## src/hdl/b2da_pkg.sv

```systemverilog
// Shared constants and types for the binary to decimal ASCII converter.
`timescale 1ns / 1ps

package b2da_pkg;

  localparam int VALUE_WIDTH = 32;

  // Number of decimal digits in the largest unsigned word, 2^w - 1.
  function automatic int dec_digits(input int w);
    logic [67:0] lim;
    logic [67:0] p;
    int          d;
    lim = (68'd1 << w) - 68'd1;
    p   = 68'd10;
    d   = 1;
    for (int i = 0; i < 20; i++) begin
      if (p <= lim) begin
        p = p * 68'd10;
        d = d + 1;
      end
    end
    return d;
  endfunction

  localparam int DIGITS  = dec_digits(VALUE_WIDTH);
  localparam int BCD_W   = 4 * DIGITS;
  localparam int CNT_W   = $clog2(DIGITS + 1);
  localparam int STEP_W  = $clog2(VALUE_WIDTH);

  localparam logic [6:0] CHAR_ZERO  = 7'h30;
  localparam logic [6:0] CHAR_MINUS = 7'h2D;

  typedef logic [BCD_W-1:0]       bcd_t;
  typedef logic [VALUE_WIDTH-1:0] word_t;

endpackage

```

## src/hdl/binary_to_decimal_ascii_core.sv

```systemverilog
// Top level: binary word to decimal ASCII text serializer.
`timescale 1ns / 1ps

// Usage
//   Input: raise start with operation (0 unsigned, 1 signed) and value.
//   The beat is taken on a rising edge where start is high and busy is low.
//   busy stays high until the last character of that number has been sent.
//   Output: one character beat per cycle on character/last, marked by strobe.
//   Characters come most significant digit first, no leading zeros; a
//   negative signed value is preceded by '-'. last marks the final digit.
//   The receiver cannot stall; each beat is present for one cycle only.
// Sequence (DIGITS = decimal digits of 2^VALUE_WIDTH - 1)
//   '-' (if any) appears the cycle after acceptance.
//   Double dabble of all VALUE_WIDTH bits through the shared shift/add-3
//   unit, then leading zeros are dropped and the digits sent, one per cycle.
//   A new number is taken only once the last digit is out; numbers never overlap.
// Reset: synchronous, active high; returns to idle with no beats pending.

module binary_to_decimal_ascii_core (
  input  logic                               clk,
  input  logic                               rst,
  input  logic                               start,
  output logic                               busy,
  input  logic                               operation,
  input  logic [b2da_pkg::VALUE_WIDTH-1:0]   value,
  output logic                               strobe,
  output logic [6:0]                         character,
  output logic                               last
);

  localparam logic [1:0] ST_IDLE = 2'd0;
  localparam logic [1:0] ST_CONV = 2'd1;
  localparam logic [1:0] ST_SKIP = 2'd2;
  localparam logic [1:0] ST_EMIT = 2'd3;

  logic [1:0]                  state;
  logic [b2da_pkg::STEP_W-1:0] step;
  logic [b2da_pkg::CNT_W-1:0]  remaining;
  b2da_pkg::bcd_t              bcd_digits;
  b2da_pkg::word_t             shift_value;

  b2da_pkg::bcd_t              bcd_next;
  b2da_pkg::word_t             shift_value_next;
  logic                        negative;
  b2da_pkg::word_t             magnitude;
  logic [3:0]                  top_digit;
  logic                        accept;

  assign busy     = (state != ST_IDLE);
  assign accept   = start && !busy;
  assign negative = operation && value[b2da_pkg::VALUE_WIDTH-1];
  // two's complement negate wraps, so the most negative value stays correct
  assign magnitude = negative ? (~value + b2da_pkg::word_t'(1)) : value;
  assign top_digit = bcd_digits[b2da_pkg::BCD_W-1 -: 4];

  // shared shift/add-3 unit, one bit of the magnitude per cycle
  b2da_dabble_step u_step (
    .bcd      (bcd_digits),
    .bin      (shift_value),
    .bcd_next (bcd_next),
    .bin_next (shift_value_next)
  );

  always_ff @(posedge clk) begin
    if (rst) begin
      state       <= ST_IDLE;
      step        <= '0;
      remaining   <= '0;
      strobe      <= 1'b0;
      bcd_digits  <= '0;
      shift_value <= '0;
      character   <= '0;
      last        <= 1'b0;
    end else begin
      case (state)
        ST_IDLE: begin
          if (accept) begin
            state       <= ST_CONV;
            step        <= b2da_pkg::STEP_W'(b2da_pkg::VALUE_WIDTH - 1);
            bcd_digits  <= '0;
            shift_value <= magnitude;
            // sign goes out right away, digits follow after conversion
            strobe      <= negative;
            character   <= b2da_pkg::CHAR_MINUS;
            last        <= 1'b0;
          end else begin
            strobe <= 1'b0;
          end
        end
        ST_CONV: begin
          strobe      <= 1'b0;
          bcd_digits  <= bcd_next;
          shift_value <= shift_value_next;
          step        <= step - b2da_pkg::STEP_W'(1);
          if (step == '0) begin
            state     <= ST_SKIP;
            remaining <= b2da_pkg::CNT_W'(b2da_pkg::DIGITS);
          end
        end
        ST_SKIP: begin
          strobe <= 1'b0;
          // drop leading zeros, always keep at least one digit
          if (top_digit == 4'd0 && remaining != b2da_pkg::CNT_W'(1)) begin
            bcd_digits <= {bcd_digits[b2da_pkg::BCD_W-5:0], 4'd0};
            remaining  <= remaining - b2da_pkg::CNT_W'(1);
          end else begin
            state <= ST_EMIT;
          end
        end
        ST_EMIT: begin
          strobe     <= 1'b1;
          character  <= b2da_pkg::CHAR_ZERO + {3'b000, top_digit};
          last       <= (remaining == b2da_pkg::CNT_W'(1));
          bcd_digits <= {bcd_digits[b2da_pkg::BCD_W-5:0], 4'd0};
          remaining  <= remaining - b2da_pkg::CNT_W'(1);
          if (remaining == b2da_pkg::CNT_W'(1)) begin
            state <= ST_IDLE;
          end
        end
        default: begin
          strobe <= 1'b0;
          state  <= ST_IDLE;
        end
      endcase
    end
  end

endmodule

```

## src/hdl/b2da_dabble_step.sv

```systemverilog
// One shift-and-add-3 step of the double dabble conversion.
`timescale 1ns / 1ps

module b2da_dabble_step (
  input  b2da_pkg::bcd_t  bcd,
  input  b2da_pkg::word_t bin,
  output b2da_pkg::bcd_t  bcd_next,
  output b2da_pkg::word_t bin_next
);

  b2da_pkg::bcd_t adj;

  // digits of 5 or more get +3 so the shift carries into the next digit
  always_comb begin
    for (int i = 0; i < b2da_pkg::DIGITS; i++) begin
      if (bcd[4*i +: 4] >= 4'd5) begin
        adj[4*i +: 4] = bcd[4*i +: 4] + 4'd3;
      end else begin
        adj[4*i +: 4] = bcd[4*i +: 4];
      end
    end
  end

  assign bcd_next = {adj[b2da_pkg::BCD_W-2:0], bin[b2da_pkg::VALUE_WIDTH-1]};
  assign bin_next = {bin[b2da_pkg::VALUE_WIDTH-2:0], 1'b0};

endmodule

```

## config.mk

```make
export PLATFORM = sky130hd
export DESIGN_NAME = binary_to_decimal_ascii_core
export DESIGN_NICKNAME = d
export VERILOG_FILES = /design/src/hdl/b2da_pkg.sv /design/src/hdl/binary_to_decimal_ascii_core.sv /design/src/hdl/b2da_dabble_step.sv
export SDC_FILE = /design/constraint.sdc
export NUM_CORES = 1
export LEC_CHECK = 0
export BUFFER_PORTS_ARGS = -buffer_cell sky130_fd_sc_hd__buf_2
export CORE_MARGIN = 2
export CORE_UTILIZATION = 50
export CTS_BUF_LIST = sky130_fd_sc_hd__clkbuf_4
export DETAILED_ROUTE_END_ITERATION = 10
export PLACE_DENSITY = 0.71
export SLEW_MARGIN = 5
export SYNTH_ARGS = -nofsm -noshare
export SYNTH_HDL_FRONTEND = slang
export SYNTH_SLANG_ARGS = --single-unit
```

## constraint.sdc

```tcl
create_clock -name clk -period 2.2 [get_ports clk]
set_clock_uncertainty 0.2 [all_clocks]
set_input_delay 0.33 -clock clk [delete_from_list [all_inputs] [get_ports clk]]
set_output_delay 0.33 -clock clk [all_outputs]
set_load 0.02 [all_outputs]
```

### Yosys cells after proc, flatten, opt, wreduce, memory -nomap -nowiden

Cells that the tools add are included.

| storage, ports and cells | value |
|---|---|
| register bits | 92 |
| logic and storage cells | 92 |
| input bits | 36 |
| output and inout port bits | 10 |

| cells by class | value |
|---|---|
| reduce and logical (&&, ||, !) cells | 17 |
| add/subtract/negate cells | 14 |
| bitwise operators | 1 |
| mux-type cells | 32 |
| equal/unequal tests | 10 |
| order comparisons | 10 |

Operators by type and width:

| kind | count |
|---|---|
| one-hot mux 40 bit (4 select lines) | 1 |
| two-way mux 40 bit | 2 |
| two-way mux 32 bit | 2 |
| one-hot mux 32 bit (2 select lines) | 1 |
| two-way mux 4 bit | 11 |
| >= comparator 4 x 3 -> 1 bit, second input constant | 10 |
| adder 4 x 2 -> 4 bit, second input constant | 9 |
| adder 32 x 1 -> 32 bit, second input constant | 1 |
| inverter 32 bit | 1 |
| one-hot mux 7 bit (2 select lines) | 1 |
| one-hot mux 4 bit (3 select lines) | 1 |
| != test 2 bit, second input constant | 5 |
| one-hot mux 5 bit (2 select lines) | 1 |
| two-way mux 2 bit | 4 |
| one-hot mux 2 bit (4 select lines) | 1 |
| adder 6 x 4 -> 7 bit, first input constant | 1 |
| two-way mux 7 bit | 1 |
| AND reduction 2 bit | 3 |
| nonzero test 2 bit | 3 |
| zero test 5 bit | 1 |
| two-way mux 5 bit | 1 |
| subtractor 5 x 1 -> 5 bit, second input constant | 1 |
| == test 2 bit, second input constant | 2 |
| == test 4 x 1 -> 1 bit, second input constant | 1 |
| 16 further kinds | 19 |

### Depth between registers and ports, before layout

Gate-level depths: netlist (run 1).

| depth | value |
|---|---|
| depth in word-level cells | 5 |
| depth in mapped cells | 9 |
| gate-level depth less buffers | 7 |

### Cells and area by module

A second synthesis (run 1) with hierarchy kept.

| unflattened totals | value |
|---|---|
| cell total of the unflattened synthesis | 808 |
| area, all modules | 6,120.9 µm² |

By module, submodules not included:

| module | seq. area each (µm²) | times used | area an instance (µm²) | cells an instance |
|---|---|---|---|---|
| binary_to_decimal_ascii_core | 1,821.7 | 1 | 4,875.9 | 618 |
| b2da_dabble_step | 0.0 | 1 | 1,244.9 | 190 |

### Worst setup path after synthesis (run 1)

OpenSTA, ideal clock, no wires.

| timing | value |
|---|---|
| kind | register to register |
| from | register remaining[1] (netlist name) |
| to | register bcd_digits[33] |
| required time | 1.880 ns |
| arrival time | 1.961 ns |
| setup time | 0.120 ns |
| clock period less this slack | 2.280 ns |
| cell stages (with the launch flop) | 10 |
| buffers on the path | 2 |
| path slack | -0.080 ns |
| cells stage by stage | dfxtp_1 inv_1 ha_1 or3b_2 a21boi_0 nand2b_1 or3_1 buf_2 buf_2 o2bb2ai_1 |

| on the way | value |
|---|---|
| cells in the longest elaborated chain, start to end | 4 |

Ends and longest elaborated chain:

| item | RTL line | RTL |
|---|---|---|
| start, declared | binary_to_decimal_ascii_core.sv:38 | `logic [b2da_pkg::CNT_W-1:0] remaining;` |
| start signal, assigned | binary_to_decimal_ascii_core.sv:97 | `remaining <= b2da_pkg::CNT_W'(b2da_pkg::DIGITS);` |
| start signal, assigned | binary_to_decimal_ascii_core.sv:105 | `remaining <= remaining - b2da_pkg::CNT_W'(1);` |
| start signal, assigned | binary_to_decimal_ascii_core.sv:115 | `remaining <= remaining - b2da_pkg::CNT_W'(1);` |
| != test 4 x 1 -> 1 bit | binary_to_decimal_ascii_core.sv:103 | `if (top_digit == 4'd0 && remaining != b2da_pkg::CNT_W'(1)) begin` |
| logical AND 1 bit | binary_to_decimal_ascii_core.sv:103 |  |
| != test 2 bit (no line) | n/a |  |
| AND reduction 2 bit (no line) | n/a |  |
| end signal, assigned | binary_to_decimal_ascii_core.sv:92 | `bcd_digits <= bcd_next;` |
| end signal, assigned | binary_to_decimal_ascii_core.sv:104 | `bcd_digits <= {bcd_digits[b2da_pkg::BCD_W-5:0], 4'd0};` |
| end signal, assigned | binary_to_decimal_ascii_core.sv:114 | `bcd_digits <= {bcd_digits[b2da_pkg::BCD_W-5:0], 4'd0};` |
| end, declared | binary_to_decimal_ascii_core.sv:39 | `b2da_pkg::bcd_t bcd_digits;` |

No other way between the ends.
A chain may end at the register's enable or synchronous reset.

### Worst setup path in the final report (run 1)

| timing | value |
|---|---|
| from | input port value[27] (netlist name) |
| to | register shift_value[30] |

| on the way | value |
|---|---|
| cells in the longest elaborated chain, start to end | 5 |

Ends and longest elaborated chain:

| item | RTL line | RTL |
|---|---|---|
| start, declared | binary_to_decimal_ascii_core.sv:25 | `input logic [b2da_pkg::VALUE_WIDTH-1:0] value,` |
| inverter 32 bit | binary_to_decimal_ascii_core.sv:53 | `assign magnitude = negative ? (~value + b2da_pkg::word_t'(1)) : value;` |
| adder 32 x 1 -> 32 bit | binary_to_decimal_ascii_core.sv:53 |  |
| two-way mux 32 bit | binary_to_decimal_ascii_core.sv:53 |  |
| two-way mux 32 bit | binary_to_decimal_ascii_core.sv:77 | `if (accept) begin` |
| one-hot mux 32 bit (2 select lines) | binary_to_decimal_ascii_core.sv:75 | `case (state)` |
| end signal, assigned | binary_to_decimal_ascii_core.sv:81 | `shift_value <= magnitude;` |
| end signal, assigned | binary_to_decimal_ascii_core.sv:93 | `shift_value <= shift_value_next;` |
| end, declared | binary_to_decimal_ascii_core.sv:40 | `b2da_pkg::word_t shift_value;` |

No other way between the ends. The select of a mux whose other input is x is not followed.

==> flow_metrics.py, run 1 <==
metrics = {
    "sta": {
        "max_freq_mhz": 473,
        "timing.final.hold_violations": 0,
        "tightest_slew_ns": 0.553,
        "final-setup-viol-count": 0,
        "min_period_over_period_pct": 96.0,
        "slew_violations": 0,
        "maxSlewHeadroom_pct": 63.0,
        "rsz0062_at_grt": "false",
        "min_period_ns": 2.11,
        "setup_ws_ns": 0.0875,
        "setup_tns_ns": 0,
    },
    "layout": {
        "final_cell_mix": "88 x dfxtp_1, 65 x a21oi_1, 57 x buf_4",
        "antenna_cells": 0,
        "final_common_cell": "dfxtp_1",
        "drive_above_1_share_pct": 19.2,
        "fin_cells": 950,
        "area_growth_pct": 19.1,
        "final_area_sq_um": 6970,
        "nNetsFinal": 868,
        "postLayoutCoreUtil_pct": 61.1,
    },
    "worst_setup_path": {
        "cp_max_fo": 5,
        "crit_slowest_cell": "dlygate4sd3_1",
        "worst-setup-path-type": "input pin to flip-flop",
        "cpLargestDelayFamily": "simple AND/OR/NAND/NOR gates",
        "max_stage_delay_ns": 0.53,
        "arrival_ns": 2.28,
        "cp_cell_sequence": "dlygate4sd3_1, buf_2, or4_1, nor3_1, nand4_1, o311a_1",
        "path_buf_inv": 2,
        "worstSetupStartpointType": "input pin",
        "required_ns": 2.37,
        "end_kind": "flip-flop",
    },
    "cts": {
        "numCtsBuffers": 9,
        "numClockSinks": 91,
        "h-tree-depth": 3,
        "clk_latency_ns": 0.47,
        "clockRootBuffer": "clkbuf_4",
        "cts_tree": "done",
        "clockBufferDepth": 2,
        "path_clk_slew_ns": 0.15,
    },
    "route": {
        "wl_um": 15500,
        "post_drt_via_cell_ratio": 6.13,
        "dr.pass1.iters": 5,
        "drc": 0,
        "routedWlPerCell_um": 16.3,
        "ant_nets": 0,
        "vias": 5826,
        "drt_iter0_drc": 473,
    },
    "yosys": {
        "yosys_warnings": 0,
        "yosys_register_bits": 91,
        "synthCells": 722,
        "synthDistinctLibCells": 61,
        "synthArstFlopShare_pct": 0,
        "synth_edf_count": 0,
        "synth_area_sq_um": 5860,
        "syn-num-nets": 788,
        "syn_avg_cell_area_sq_um": 8.11,
        "ys.flop_type": "dfxtp_1",
        "ys_seq_area_share_pct": 31.1,
    },
    "die": {
        "die_x_um": 112,
        "initial_core_util_pct": 51.3,
        "coreArea_sq_um": 11400,
        "dieArea_sq_um": 12600,
        "boundaryPins": 46,
        "fp.dieH_um": 112,
        "row_count": 39,
    },
    "global_routing": {
        "grt_pass1_wl_um": 25700,
        "antenna_found_initial": 0,
        "grt_start_max_net_pins": 56,
        "grt_pass1_vias": 5557,
        "grt_overflow_total": 0,
        "grt_usage_pct": 24.3,
    },
    "place": {
        "place_area_sq_um": 6630,
        "place_congestion": 0.892,
        "io_buffers": 44,
        "hpwlAfterDp_um": 10800,
        "dp_slack_ns": -0.317,
        "dp.cells": 927,
    },
    "pwr": {
        "p_per_area_nw_per_um2": 911,
        "leakage_nw": 2.61,
        "irDropWorstVdd_uv": 687,
    },
    "run_status": {
        "status": "finished clean",
    },
    "hold_path": {
        "hold_class": "input pin to flip-flop",
    },
    "job": {
        "maxCapViolCount": 0,
    },
}
[routing by layer]
layer	vias to the layer above	track usage [%]	part of all wire, %
li1	2861	-	-
met1	2811	30.0	44
met2	137	43.6	50
met3	17	4.81	5.0
met4	0	6.10	1.3
met5	-	0	0
[worst min-delay path: cells and delay by family]
family          cells  cell delay, ns
buf+inv             1            0.11
compound gates      1            0.07
xor+xnor            1            0.13
[stage by stage]
step	hold slack (ns)	power, W
3_5_place_dp	0.241	0.00507
4_1_cts	0.00219	0.00620
2_1_floorplan	0.225	0.00404
3_3_place_gp	0.236	0.00497
6_report	0.0150	0.00635
5_1_grt	0.0145	0.00676
[sequential cells by signal (all words and copies together), names as in the netlist]
name / count
step: 5
character: 6
bcd_digits: 40
remaining: 4
state: 2
last: 1
shift_value: 32
strobe: 1
[area by class of cell]
cell class | count | area [sq um]
clock inverter | 6 | 88.8
multi-input combinational | 553 | 3820
timing repair buffer | 116 | 872
clock buffer | 10 | 75.1
sequential | 91 | 1830
tap | 143 | 179
fill | 1012 | 4450
inverter | 31 | 116
[power breakdown]
part	total [W]	leakage [nW]	internal (W)	switching [W]
Combinational	0.00306	1.78	0.00125	0.00182
Clock	0.00109	0.0830	0.000476	0.000616
Sequential	0.00220	0.744	0.00200	0.000206
Total	0.00635	2.61	0.00372	0.00264
[synthesized netlist by cell type, types with 6 or more instances]
cell type  count  area [sq um]
o2bb2ai_1     26           228
a2bb2oi_1     10          87.6
a31oi_1        8          50.1
nand2b_1      20           125
xnor2_1       21           184
nor3b_1       13          97.6
xor2_1         6          52.6
inv_1         31           116
a21oi_1       67           335
or3_1         16           100
nor2_1        48           180
and3_1         8          50.1
ha_1          30           375
nand3b_1       6          45.0
nand4_1        8          50.1
nor3_1        24           120
nand3_1       14          70.1
a22oi_1       27           203
o21ai_0       28           140
buf_1          6          22.5
dfxtp_1       91          1820
buf_2          8          40.0
or4_1          7          52.6
nor2b_1       11          68.8
o22ai_1        9          56.3
clkbuf_1      32           120
nand2_1       43           161
mux2i_1       19           190
a211oi_1      16           120
[worst paths after layout]
check | start | end | slack, ns | depth (start not counted)
max | value[27] | shift_value[30]$_SDFFE_PP0P_ | 0.09 | 6
min | value[21] | shift_value[21]$_SDFFE_PP0P_ | 0.02 | 3
max reg2reg | state[1]$_SDFFE_PP0P_ | bcd_digits[8]$_SDFFE_PP0P_ | 0.12 | 6
min reg2reg | shift_value[4]$_SDFFE_PP0P_ | shift_value[4]$_SDFFE_PP0P_ | 0.26 | 2
[cell families after synthesis]
group                    Yosys count  synth area share (%)
buffers and inverters             78                  5.24
multiplexers                      19                  3.25
XOR/XNOR                          27                  4.04
AND/OR/NAND/NOR                  240                  22.2
other                              1                0.0640
adder cells (fa/ha/maj)           30                  6.41
flip-flops                        91                  31.1
AO/OA/AOI/OAI                    236                  27.7
[timing repair]
action,in CTS,in global routing
gates cloned,0,2
pin swaps,0,3
hold endpoints to repair,8,0
endpoints found under the setup margin,42,54
hold buffers,5,0
resized for setup,7,19
buffers inserted,0,0
No activity file was read; power rests on OpenSTA's default activity.
==> inputs of run 2 (changes only) <==
==> constraint.sdc (replaced) <==
create_clock -name clk -period 1.9 [get_ports clk]
set_clock_uncertainty 0.2 [all_clocks]
set_input_delay 0.285 -clock clk [delete_from_list [all_inputs] [get_ports clk]]
set_output_delay 0.285 -clock clk [all_outputs]
set_load 0.02 [all_outputs]
==> run 2 against run 1 <==
First-iteration DRC count shrank 3.2%; critical path type is now flip-flop to flip-flop; routed wire length grew 11%; total power grew 41%; largest cell class unchanged; highest routed layer unchanged; utilization grew 9.9 points; the flow now finishes with violations (setup timing).
==> flow_metrics.py, run 2 (same netlist as run 1, synthesis figures left out) <==
metrics = {
    "run_status": {
        "violations": "setup timing",
        "status": "complete, but fails checks",
    },
    "layout": {
        "nNetsFinal": 936,
        "final_common_cell": "buf_4",
        "multi_input_area_sq_um": 4310,
        "largest_reg_flops": 40,
        "final_cell_mix": "102 x buf_4, 83 x dfxtp_1, 55 x a21oi_1",
        "top_register": "bcd_digits",
        "top_regs": "bcd_digits: 40 flops, shift_value: 32 flops, character: 6 flops",
        "antenna_cells": 0,
        "fillCellCount": 872,
        "area_growth_pct": 38.4,
        "regArea_sq_um": 1830,
        "drive_above_1_share_pct": 34.9,
    },
    "place": {
        "io_buffers": 44,
        "place_congestion": 0.870,
        "hpwlAfterDp_um": 11300,
    },
    "worst_setup_path": {
        "worst-setup-path-type": "flip-flop to flip-flop",
        "r2r_start": "step[1]$_SDFFE_PP0P_",
        "end_kind": "flip-flop",
        "r2r_cells": 7,
        "r2r_end": "remaining[3]$_SDFFE_PP0P_",
        "cp_max_fo": 4,
        "ff2ff_setup_slack_ns": -0.15,
        "arrival_ns": 2.19,
        "required_ns": 2.04,
        "worstSetupStartpointType": "flip-flop",
    },
    "die": {
        "boundaryPins": 46,
        "dieArea_sq_um": 12600,
        "initial_core_util_pct": 51.3,
        "coreArea_sq_um": 11400,
        "die_x_um": 112,
        "fp.dieH_um": 112,
        "row_count": 39,
    },
    "route": {
        "routedWlPerCell_um": 16.9,
        "wl_um": 17200,
        "dr.pass1.iters": 5,
        "post_drt_via_cell_ratio": 6.09,
        "drc": 0,
        "drt_iter0_drc": 458,
        "vias": 6198,
        "ant_nets": 0,
    },
    "global_routing": {
        "grt_use_met2_pct": 44.2,
        "grt_pass1_vias": 5873,
        "grt_overflow_total": 0,
        "use_met1_pct": 32.0,
        "grtUsageMet3_pct": 2.59,
        "grt_start_max_net_pins": 30,
        "grt-busiest-layer": "met2",
        "antenna_found_initial": 0,
        "grt_pass1_wl_um": 26900,
        "grt_usage_pct": 25.3,
    },
    "sta": {
        "holdWs_ns": 0.0331,
        "setup_ws_ns": -0.151,
        "final-setup-viol-count": 52,
        "rsz0062_at_grt": "true",
        "max_freq_mhz": 488,
        "slew_violations": 0,
        "min_period_over_period_pct": 108,
        "setup_tns_ns": -3.09,
        "min_period_ns": 2.05,
        "timing.final.hold_violations": 0,
    },
    "cts": {
        "numCtsBuffers": 9,
        "h-tree-depth": 3,
        "path_clk_slew_ns": 0.15,
        "clk_latency_ns": 0.46,
        "cts_tree": "done",
        "clockBufferDepth": 2,
        "numClockSinks": 91,
        "clockRootBuffer": "clkbuf_4",
    },
    "job": {
        "maxCapViolCount": 0,
    },
    "hold_path": {
        "hold_start": "value[10]",
        "hold_class": "input pin to flip-flop",
        "hold_depth": 4,
        "worstHoldEndpoint": "shift_value[10]$_SDFFE_PP0P_",
    },
    "pwr": {
        "irDropWorstVdd_uv": 816,
        "p_per_area_nw_per_um2": 1110,
        "leakage_nw": 3.10,
    },
}
-- run 2: cell types whose count changed in the layout (fill, tap and decap cells not counted), moves of 5 or more --
cell       before  now
inv_1          30   22
a21oi_1        65   55
a21oi_2         1   10
buf_4          57  102
buf_6           3   21
o2bb2ai_2       0   17
dfxtp_2         3    8
o21ai_0        28   23
dfxtp_1        88   83
o2bb2ai_1      26    6
-- run 2: timing repair --
action,4_1_cts,5_1_grt
resized for setup,45,95
setup buffers,6,7
cloned,1,3
setup endpoints to repair,78,80
endpoints found under the hold margin,6,0
pin swaps,13,29
hold buffers,5,0
-- run 2: power by group --
group	internal, W	switching [W]	total (W)	leakage, nW
Clock	0.000664	0.000702	0.00137	0.0940
Combinational	0.00235	0.00268	0.00503	2.26
Sequential	0.00232	0.000268	0.00258	0.746
Total	0.00533	0.00365	0.00898	3.10
-- run 2: how the worst max path moves through the flow --
stage | to | start | cells after the start | slack (ns)
2_1_floorplan | shift_value[13]$_SDFFE_PP0P_ | value[6] | 6 | -0.28
3_3_place_gp | shift_value[13]$_SDFFE_PP0P_ | value[6] | 6 | -0.37
3_5_place_dp | shift_value[11]$_SDFFE_PP0P_ | value[6] | 6 | -0.40
4_1_cts | remaining[3]$_SDFFE_PP0P_ | step[1]$_SDFFE_PP0P_ | 7 | -0.08
5_1_grt | remaining[3]$_SDFFE_PP0P_ | step[1]$_SDFFE_PP0P_ | 7 | -0.19
6_report | remaining[3]$_SDFFE_PP0P_ | step[1]$_SDFFE_PP0P_ | 7 | -0.15
-- run 2: critical path, cell delays in order, from the launching register on --
cell	delay, ns
dfxtp_2	0.36
inv_2	0.07
ha_4	0.14
or4b_4	0.50
a21oi_4	0.24
nand3b_1	0.12
xor2_1	0.20
a21oi_1	0.10
-- run 2: stage by stage --
stage	setup slack, ns	utilization, %	power, W	std cells	area, sq um
5_1_grt	-0.190	71.0	0.00946	1018	8110
2_1_floorplan	-0.282	-	0.00487	722	5980
4_1_cts	-0.0781	66.1	0.00808	1008	7540
6_report	-0.151	71.0	0.00898	1018	8110
3_3_place_gp	-0.367	62.1	0.00619	980	7090
3_5_place_dp	-0.403	62.1	0.00630	980	7090
-- run 2: final cells by class --
class | instances | area share (%)
repair buffers | 184 | 18.2
well taps | 143 | 2.21
inverters | 31 | 1.56
flip-flops and latches | 91 | 22.6
clock inverters | 7 | 1.42
multi-input cells | 553 | 53.2
clock buffers | 9 | 0.834
-- run 2: layer usage --
| metal | share of wire [%] | routed length (um) |
|---|---|---|
| met1 | 44 | 7540 |
| met2 | 50 | 8690 |
| met3 | 4.5 | 781 |
| met4 | 1.2 | 215 |
| met5 | 0 | 0 |
==> inputs of run 3 (changes only) <==
--- a/config.mk
+++ b/config.mk
@@ -7,11 +7,9 @@
 export LEC_CHECK = 0
 export BUFFER_PORTS_ARGS = -buffer_cell sky130_fd_sc_hd__buf_2
 export CORE_MARGIN = 2
-export CORE_UTILIZATION = 50
+export CORE_UTILIZATION = 24
 export CTS_BUF_LIST = sky130_fd_sc_hd__clkbuf_4
 export DETAILED_ROUTE_END_ITERATION = 10
-export PLACE_DENSITY = 0.71
-export SLEW_MARGIN = 5
 export SYNTH_ARGS = -nofsm -noshare
 export SYNTH_HDL_FRONTEND = slang
 export SYNTH_SLANG_ARGS = --single-unit
==> run 3 against run 2 <==
Combinational power is 4.6% higher; total power shrank 1.5%; setup slack better by 0.032 ns; routed wire length down 0.15%; utilization down 36 points; first-iteration DRC count down 16%; clock power down 27%; count of clock-buffer cells in the layout is the same; the flow still finishes with violations (setup timing); non-clock buffer count rose by 25; final area grew 4.4%; sequential cell count unchanged.
==> flow_metrics.py, run 3 (same netlist as run 1, synthesis figures left out) <==
metrics = {
    "worst_setup_path": {
        "cpLargestDelayFamily": "simple AND/OR/NAND/NOR gates",
        "max_stage_delay_ns": 0.39,
        "required_ns": 2.13,
        "path_buf_inv": 2,
        "crit_slowest_cell": "or3_4",
        "worst-setup-path-type": "flip-flop to flip-flop",
        "cp_max_fo": 15,
        "worstSetupStartpointType": "flip-flop",
        "end_kind": "flip-flop",
        "arrival_ns": 2.25,
        "ff2ff_setup_slack_ns": -0.12,
        "cp_cell_sequence": "inv_2, ha_4, nor3b_4, a21boi_4, nand2b_4, or3_4, buf_12, o2bb2ai_2",
    },
    "cts": {
        "clk_latency_ns": 0.49,
        "numClockSinks": 91,
        "clockRootBuffer": "clkbuf_4",
        "numCtsBuffers": 9,
        "h-tree-depth": 3,
        "clockBufferDepth": 2,
        "path_clk_slew_ns": 0.16,
        "cts_tree": "done",
    },
    "layout": {
        "top_register": "bcd_digits",
        "final_cell_mix": "123 x buf_4, 81 x dfxtp_1, 56 x a21oi_1",
        "nNetsFinal": 961,
        "final_area_sq_um": 8460,
        "area_growth_pct": 44.5,
        "largest_reg_flops": 40,
        "fillCellCount": 2574,
        "fin_cells": 1225,
        "final_common_cell": "buf_4",
        "drive_above_1_share_pct": 35.2,
        "top_regs": "bcd_digits: 40 flops, shift_value: 32 flops, character: 6 flops",
    },
    "route": {
        "drt_iter0_drc": 383,
        "vias": 6096,
        "post_drt_via_cell_ratio": 4.98,
        "drc": 0,
        "dr.pass1.iters": 5,
        "ant_nets": 0,
        "routedWlPerCell_um": 14.0,
        "wl_um": 17200,
    },
    "sta": {
        "rsz0062_at_grt": "true",
        "min_period_ns": 2.02,
        "holdWs_ns": 0.0187,
        "setup_tns_ns": -3.54,
        "min_period_over_period_pct": 106,
        "final-setup-viol-count": 56,
        "slew_violations": 0,
        "setup_ws_ns": -0.118,
        "max_freq_mhz": 495,
        "timing.final.hold_violations": 0,
    },
    "die": {
        "initial_core_util_pct": 24.3,
        "dieArea_sq_um": 25700,
        "row_count": 57,
        "coreArea_sq_um": 24100,
        "fp.dieH_um": 160,
        "boundaryPins": 46,
        "die_x_um": 160,
    },
    "place": {
        "place_congestion": 0.824,
        "dp.cells": 1171,
        "io_buffers": 44,
        "place_area_sq_um": 7390,
        "hpwlAfterDp_um": 11800,
    },
    "pwr": {
        "total_power_w": 0.00884,
        "p_int_w": 0.00522,
        "irDropWorstVdd_uv": 608,
        "p_clk_share_pct": 11.4,
        "p_switching_w": 0.00362,
        "power_frac_comb_pct": 59.5,
        "leakage_nw": 3.21,
        "p_sw_share_pct": 41.0,
        "p_seq_share_pct": 29.1,
        "p_per_area_nw_per_um2": 1050,
    },
    "global_routing": {
        "grt_pass1_vias": 5649,
        "grt_pass1_wl_um": 27500,
        "antenna_found_initial": 1,
        "grt_overflow_total": 0,
        "grt_start_max_net_pins": 35,
        "grt_usage_pct": 12.8,
    },
    "job": {
        "maxCapViolCount": 0,
    },
    "run_status": {
        "violations": "setup timing",
        "status": "complete, but fails checks",
    },
    "hold_path": {
        "hold_class": "input pin to flip-flop",
    },
}
==> run 3: changes by cell type in the layout (fill, tap and decap cells not counted), sizes merged <==
cell	delta
buf	+17
clkinv	+4
diode	+1
inv	-1
bufinv	-3
clkbuf	+3
dlygate4sd3	+4
bufbuf	+1
==> run 3: cell type report <==
type | instances | area (sq um) | share of cell area (%)
clock inverters | 7 | 43.8 | 0.518
inverters | 31 | 125 | 1.48
clock buffers | 9 | 67.6 | 0.799
flip-flops and latches | 91 | 1830 | 21.7
multi-input cells | 553 | 4210 | 49.7
diodes | 1 | 2.50 | 0.0296
well taps | 324 | 405 | 4.79
repair buffers | 209 | 1770 | 21.0
==> run 3: tightest hold or removal path, stage by stage <==
cell and delay (ns):
buf_2 0.09, buf_4 0.13, nand3b_1 0.10, a311oi_1 0.08
==> run 3: metal layers <==
metal | wire (um) | vias up | track usage (%)
met5 | 0 | - | 0
met1 | 8200 | 2902 | 17.4
met4 | 197 | 0 | 3.60
li1 | - | 3053 | -
met3 | 673 | 17 | 2.21
met2 | 8140 | 124 | 20.7
==> run 3: timing repair <==
| item | in CTS | in global routing |
|---|---|---|
| buffers inserted | 9 | 15 |
| endpoints found under the hold margin | 9 | 0 |
| hold buffers | 9 | 0 |
| gates cloned | 2 | 3 |
| gates resized for setup | 58 | 74 |
| pin swaps | 12 | 22 |
| endpoints found under the setup margin | 85 | 87 |
==> run 3: power by group through the flow <==
stage                     clock network (W)  registers [W]  logic (W)
after global placement                    0        0.00257    0.00380
final                               0.00100        0.00257    0.00526
after CTS                           0.00104        0.00255    0.00454
after detailed placement                  0        0.00257    0.00383
after floorplan                           0        0.00255    0.00232
after global routing                0.00111        0.00263    0.00566
==> run 3: final timing paths <==
| check | to | start | cells past startpoint |
|---|---|---|---|
| worst min-delay path | shift_value[20]$_SDFFE_PP0P_ | value[20] | 4 |
| worst max register to register | bcd_digits[38]$_SDFFE_PP0P_ | bcd_digits[36]$_SDFFE_PP0P_ | 8 |
| worst max-delay path | bcd_digits[38]$_SDFFE_PP0P_ | bcd_digits[36]$_SDFFE_PP0P_ | 8 |
| worst min register to register | shift_value[4]$_SDFFE_PP0P_ | shift_value[4]$_SDFFE_PP0P_ | 2 |
==> run 3: stage by stage <==
stage | util [%] | setup slack (ns)
final | 35.1 | -0.118
after global routing | 35.1 | -0.192
after CTS | 33.1 | -0.124
after detailed placement | 30.7 | -0.378
after global placement | 30.7 | -0.388
after floorplan | - | -0.282
